===== src/hdl/trm_pkg.sv =====
`timescale 1ns / 1ps
`default_nettype none
package trm_pkg;
	localparam int AVG_DEPTH = 8;
	localparam int AVG_AW = $clog2(AVG_DEPTH);
	localparam int AVG_CW = $clog2(AVG_DEPTH + 1);
	localparam int HIST_DEPTH = 1024;
	localparam int HIST_AW = $clog2(HIST_DEPTH);
	localparam int HIST_CW = $clog2(HIST_DEPTH + 1);
	localparam int LIMIT_W = 10;
	localparam int DIV_STEPS = 128;
	localparam int DIV_CW = $clog2(DIV_STEPS);
	localparam int SUM_W = 63 + AVG_CW;
	localparam int MS_DIGITS = 4;
	localparam int MS_CW = $clog2(MS_DIGITS);

	localparam logic [62:0] MAX63 = {63{1'b1}};
	localparam logic [63:0] MS_PER_S = 64'd1000;
	localparam logic [26:0] RECIP_1000 = 27'd68719477;
	localparam logic [62:0] SCALE_RESET = 63'd1024;
	localparam logic [62:0] DECADE_TOP = 63'd1000000000000000000;
	localparam logic [LIMIT_W-1:0] LIMIT_RESET = LIMIT_W'(63);
	localparam logic [11:0] PIX_PER_S = 12'd2;

	typedef enum logic [2:0] {
		DIV_TICK,
		DIV_RATE_D,
		DIV_RATE_U,
		DIV_AVG_D,
		DIV_AVG_U
	} div_sel_t;

	typedef struct packed {
		logic capture;
		logic prime;
		logic div_start;
		div_sel_t start_sel;
		logic div_take;
		div_sel_t take_sel;
		logic walk_start;
		logic scale_start;
		logic commit;
	} cmd_t;

	typedef struct packed {
		logic primed;
		logic tdiff_zero;
		logic scroll_zero;
		logic ms_done;
		logic div_done;
		logic walk_done;
		logic scale_done;
		logic slot_free;
	} sts_t;

	function automatic logic [72:0] mul1000(input logic [62:0] x);
		return 73'({x, 10'b0}) - 73'({x, 4'b0}) - 73'({x, 3'b0});
	endfunction
endpackage
`default_nettype wire


===== src/hdl/trm_ctrl.sv =====
`timescale 1ns / 1ps
`default_nettype none
module trm_ctrl (
	input  wire logic          clk,
	input  wire logic          arst_n,
	input  wire logic          in_valid,
	output logic               in_ready,
	input  wire trm_pkg::sts_t sts,
	output trm_pkg::cmd_t      cmd
);
	typedef enum logic [3:0] {
		IDLE, EVAL, DIV_T, SCR, DIV_RD, DIV_RU, AVG0, DIV_AD, DIV_AU, WALK, SCALE, FINISH
	} state_t;

	state_t state_q, state_nx;

	always_comb begin
		cmd = '0;
		cmd.start_sel = trm_pkg::DIV_TICK;
		cmd.take_sel = trm_pkg::DIV_TICK;
		state_nx = state_q;
		unique case (state_q)
			IDLE: if (in_valid) begin
				cmd.capture = 1'b1;
				state_nx = EVAL;
			end
			EVAL: begin
				priority if (!sts.primed) begin
					cmd.prime = 1'b1;
					state_nx = IDLE;
				end else if (sts.tdiff_zero) begin
					state_nx = IDLE;
				end else begin
					cmd.div_start = 1'b1;
					state_nx = DIV_T;
				end
			end
			DIV_T: if (sts.ms_done) begin
				cmd.div_take = 1'b1;
				state_nx = SCR;
			end
			SCR: begin
				if (sts.scroll_zero) begin
					state_nx = IDLE;
				end else begin
					cmd.div_start = 1'b1;
					cmd.start_sel = trm_pkg::DIV_RATE_D;
					state_nx = DIV_RD;
				end
			end
			DIV_RD: if (sts.div_done) begin
				cmd.div_take = 1'b1;
				cmd.take_sel = trm_pkg::DIV_RATE_D;
				cmd.div_start = 1'b1;
				cmd.start_sel = trm_pkg::DIV_RATE_U;
				state_nx = DIV_RU;
			end
			DIV_RU: if (sts.div_done) begin
				cmd.div_take = 1'b1;
				cmd.take_sel = trm_pkg::DIV_RATE_U;
				state_nx = AVG0;
			end
			AVG0: begin
				cmd.div_start = 1'b1;
				cmd.start_sel = trm_pkg::DIV_AVG_D;
				state_nx = DIV_AD;
			end
			DIV_AD: if (sts.div_done) begin
				cmd.div_take = 1'b1;
				cmd.take_sel = trm_pkg::DIV_AVG_D;
				cmd.div_start = 1'b1;
				cmd.start_sel = trm_pkg::DIV_AVG_U;
				state_nx = DIV_AU;
			end
			DIV_AU: if (sts.div_done) begin
				cmd.div_take = 1'b1;
				cmd.take_sel = trm_pkg::DIV_AVG_U;
				cmd.walk_start = 1'b1;
				state_nx = WALK;
			end
			WALK: if (sts.walk_done) begin
				cmd.scale_start = 1'b1;
				state_nx = SCALE;
			end
			SCALE: if (sts.scale_done) state_nx = FINISH;
			FINISH: if (sts.slot_free) begin
				cmd.commit = 1'b1;
				state_nx = IDLE;
			end
			default: state_nx = IDLE;
		endcase
	end

	always_ff @(posedge clk or negedge arst_n) begin
		if (!arst_n) state_q <= IDLE;
		else state_q <= state_nx;
	end

	assign in_ready = state_q == IDLE;
endmodule
`default_nettype wire


===== config.mk =====
export PLATFORM = sky130hd
export DESIGN_NAME = trm_ctrl
export DESIGN_NICKNAME = d
export VERILOG_FILES = /design/src/hdl/trm_pkg.sv /design/src/hdl/trm_ctrl.sv
export SDC_FILE = /design/constraint.sdc
export NUM_CORES = 1
export LEC_CHECK = 0
export ABC_AREA = 1
export BUFFER_PORTS_ARGS = -buffer_cell sky130_fd_sc_hd__buf_2
export CORE_AREA = 2 2 39 41
export DETAILED_ROUTE_END_ITERATION = 10
export DIE_AREA = 0 0 41 43
export HOLD_SLACK_MARGIN = 0.05
export PLACE_DENSITY = 0.69
export SYNTH_ARGS = -nofsm -noshare
export SYNTH_HDL_FRONTEND = slang
export SYNTH_SLANG_ARGS = --single-unit

===== constraint.sdc =====
create_clock -name clk -period 1.15 [get_ports clk]
set_input_delay 0.115 -clock clk [delete_from_list [all_inputs] [get_ports clk]]
set_output_delay 0.115 -clock clk [all_outputs]
set_load 0.1 [all_outputs]

==> results of run 1 <==
==> timing repair <==
item / CTS
endpoints found under the hold margin: 4
endpoints found under the setup margin: 18
hold buffers: 1
pin swaps: 9
gates resized for setup: 21
setup buffers: 6
==> through the flow <==
stage | setup TNS [ns] | utilization [%]
2_1_floorplan | -5.39 | -
3_3_place_gp | -3.06 | 77.0
3_5_place_dp | -3.32 | 77.0
4_1_cts | -6.35 | 87.7
==> cell usage after synthesis <==
cell type / n
nand2_1: 21
inv_1: 17
nor2_1: 14
nand3_1: 11
dfrtp_1: 4
o21ai_0: 4
nor3_1: 3
o21bai_1: 3
a21oi_1: 2
nand4_1: 2
nor2_2: 2
a32o_1: 1
buf_4: 1
inv_2: 1
nand3b_1: 1
nor4_1: 1
==> kinds of logic after synthesis <==
| logic type | count (synthesis) | share of synthesized area (%) |
|---|---|---|
| and+or+nand+nor | 55 | 50.3 |
| buffers and inverters | 19 | 15.7 |
| AOI/OAI and AO/OA | 10 | 13.1 |
| DFF | 4 | 20.9 |
==> metrics.cfg, run 1 <==
[floorplan]
rows=14
start_util_pct=34.5
die_w_um=41
io_pins=25
die_h_um=43

[status]
outcome=stopped before the end
tool.error=[ERROR DPL-0033] detailed placement checks failed during check placement.
lastStage=global routing

[sta]
worst-ep-kind=top-level output
grt-worst-endpoint=cmd[10]

[grt]
antenna_found_initial=0
grt_max_degree=7

[clock_network]
cts.sinks=4
cts_max_level=1
clockBufferDepth=2
cts_buffers=3
cts-root-buf=clkbuf_4

[place]
port_buffers=24
gp_congestion=0.888
pre_cts_ws_ns=-0.244
dpl_cell_area_sq_um=1070
post-dp-hpwl_um=1540
place_inst=144

[synthesis]
syn_area_per_cell_sq_um=5.43
ys_seq_elements=4
synth_top_area_share_pct=20.9
syn-instance-count=88
yosysWarningCount=0
syn-num-nets=99
ys_seq_area_share_pct=20.9
syn_area_sq_um=478
ys_types=16
synth_top_area_cell=dfrtp_1
synthTopCellsByArea=dfrtp_1 (21%), nand2_1 (16%), inv_1 (13%)

==> inputs of run 2 (changes only) <==
CORE_AREA = 2 2 63 65   (was 2 2 39 41)
DIE_AREA = 0 0 65 67   (was 0 0 41 43)
HOLD_SLACK_MARGIN = default   (was 0.05)
PLACE_DENSITY = default   (was 0.69)
PLACE_DENSITY_LB_ADDON = 0.15   (was default)
clock period = 1.5 ns   (was 1.15 ns; I/O delays follow)
==> run 2 against run 1 <==
The flow now finishes, with violations (setup timing). Synthesized cell count did not move. Area after synthesis did not move.
==> metrics.cfg, run 2 <==
[status]
outcome=finished, violations left  ; was stopped before the end
violations=setup timing

[clock_network]
clockBufferDepth=2  ; unchanged
cts_tree=done
cts.sinks=4  ; unchanged
cts_max_level=1  ; unchanged
cts-root-buf=clkbuf_8  ; was clkbuf_4
clk_latency_ns=0.22
cts_buffers=3  ; unchanged
clk_pin_slew_ns=0.03

[sta]
hold_violations=0
rsz0062_at_grt=yes
clock.fmax_mhz=623
finalSetupTns_ns=-0.580
finalSetupViolCount=10
tightest_slew_ns=0.376
period_needed_ns=1.60
skew_ns=0.00402
fin_ws_ns=-0.104
slew_violations=0
fin_crit_sh_pct=107
slew-limit-headroom_pct=74.9

[hold_path]
hp-class=primary input to asynchronous set/reset pin

[grt]
antenna_found_initial=0
gr-total-overflow=0
track_usage_pct=9.02
grt_pass1_vias=693
grt_max_degree=7
grt_pass1_wl_um=3040

[synthesis]
syn-num-nets=99  ; unchanged
ys_seq_elements=4  ; unchanged
ys_types=16  ; unchanged
async_flop_share_pct=100  ; unchanged
synth_top_area_cell=dfrtp_1  ; unchanged
syn-instance-count=88  ; unchanged
synth_common_cells=nand2_1 (21), inv_1 (17), nor2_1 (14), nand3_1 (11)  ; unchanged
synth_top_area_share_pct=20.9  ; unchanged
yosysWarningCount=0  ; unchanged
synthTopCellsByArea=dfrtp_1 (21%), nand2_1 (16%), inv_1 (13%)  ; unchanged
ys_seq_area_share_pct=20.9  ; unchanged
synth-main-ff-cell=dfrtp_1  ; unchanged
syn_area_per_cell_sq_um=5.43  ; unchanged
synth_enable_flop_cells=0  ; unchanged
syn_area_sq_um=478  ; unchanged
synth.most_common_cell=nand2_1  ; unchanged

[floorplan]
core_sq_um=3610
rows=22  ; was 14
die_h_um=67  ; was 43 um
io_pins=25  ; unchanged
dieArea_sq_um=4360
start_util_pct=13.3  ; was 34.5%
die_w_um=65  ; was 41 um

[setup_path]
worst_path_largest_cell_delay_ns=0.45
critPathLaunchType=flip-flop
crit_buf_inv=2
worst-setup-path-type=flip-flop to output port
crit_family=simple AND/OR/NAND/NOR gates
path_max_fanout=6
cp-end-kind=output port
crit_required_ns=1.35
worstPathCellList=nand2_2 -> inv_1 -> nand3b_1 -> nand4_1 -> buf_12
cpMaxStageDelayCell=dfrtp_2
worstPathArrival_ns=1.45

[cells_and_area]
final_common_cell=buf_12
reg_top3=state_q (4)
final_cell_mix=buf_12 (14), buf_4 (13), inv_1 (12)
nFillCells=392
n_antenna_cell=0
final_cells=179
multi_input_area_sq_um=463
largest_register_ff_count=4
final_nets=143
layout-drive-gt1-share_pct=61.1
area_delta_synth_final_pct=153
top_register=state_q
seqCellArea_sq_um=105

[routing]
drt_pass1_iterations=4
num_vias=713
viasPerCell=3.98
drt_wl_total_um=1900
ant_nets=0
drcViolationCount=0
routedWlPerCell_um=10.6
drt_iter0_drc=29

[place]
post-dp-hpwl_um=1500  ; was 1540 um
gp_congestion=0.910  ; was 0.888
port_buffers=24  ; unchanged
place_inst=164  ; was 144
pre_cts_ws_ns=0.0468  ; was -0.244 ns

[run]
maxCapViolCount=0

[run 2: cell counts after synthesis]
Identical to the previous run, type by type.
[run 2: layer usage]
layer  vias to the layer above  GRT usage [%]  share of wire, %
li1                        368              -                 -
met1                       328           10.3                40
met2                        17           16.4                55
met3                         0           2.03               5.6
met4                         0           3.19                 0
met5                         -              0                 0
[run 2: logic make-up after synthesis]
kind of cell | synth area share, %
and+or+nand+nor | 50.3
buffers and inverters | 15.7
AOI/OAI and AO/OA | 13.1
DFF | 20.9
[run 2: repair_timing]
item / CTS / global route
pin swaps: 4 / 12
hold endpoints to repair: 4 / 0
cloned: 0 / 0
gates resized for setup: 10 / 20
setup endpoints to repair: 13 / 18
hold buffers: 1 / 0
setup buffers: 5 / 5
[run 2: final timing paths]
path                            cells past startpoint         end  slack [ns]  startpoint
worst max-delay path                                5     cmd[10]       -0.10  state_q[0]
worst min-delay path                                2  state_q[2]        0.26      arst_n
worst max register to register                     10  state_q[2]        0.11  state_q[2]
worst min register to register                      3  state_q[0]        0.67  state_q[2]
max in group asynchronous                           2  state_q[1]        1.10      arst_n
min in group clk                                    4  state_q[3]        0.38      sts[3]
[run 2: worst reg2reg max path: cells and delay by family (launching register included)]
kind	cells	cell delay [ns]
flip-flops	1	0.43
AND/OR/NAND/NOR	6	0.34
buffers and inverters	3	0.36
AO/OA/AOI/OAI	1	0.14
[run 2: stage by stage]
step / util, % / hold WS, ns / instance area (sq um)
2_1_floorplan: - / -0.146 / 577
3_3_place_gp: 27.3 / -0.0415 / 985
3_5_place_dp: 27.3 / -0.0390 / 985
4_1_cts: 30.6 / 0.258 / 1100
5_1_grt: 33.5 / 0.293 / 1210
6_report: 33.5 / 0.264 / 1210
[run 2: area by class of cell]
cell class,instances,area share [%]
tap,48,4.97
sequential,4,8.70
clock buffer,4,3.73
timing repair buffer,40,38.1
inverter,18,6.11
multi-input combinational,65,38.3
Power of run 2 is not shown: default switching activity piles up to over one toggle a cycle in this logic, so the estimate is an artifact.
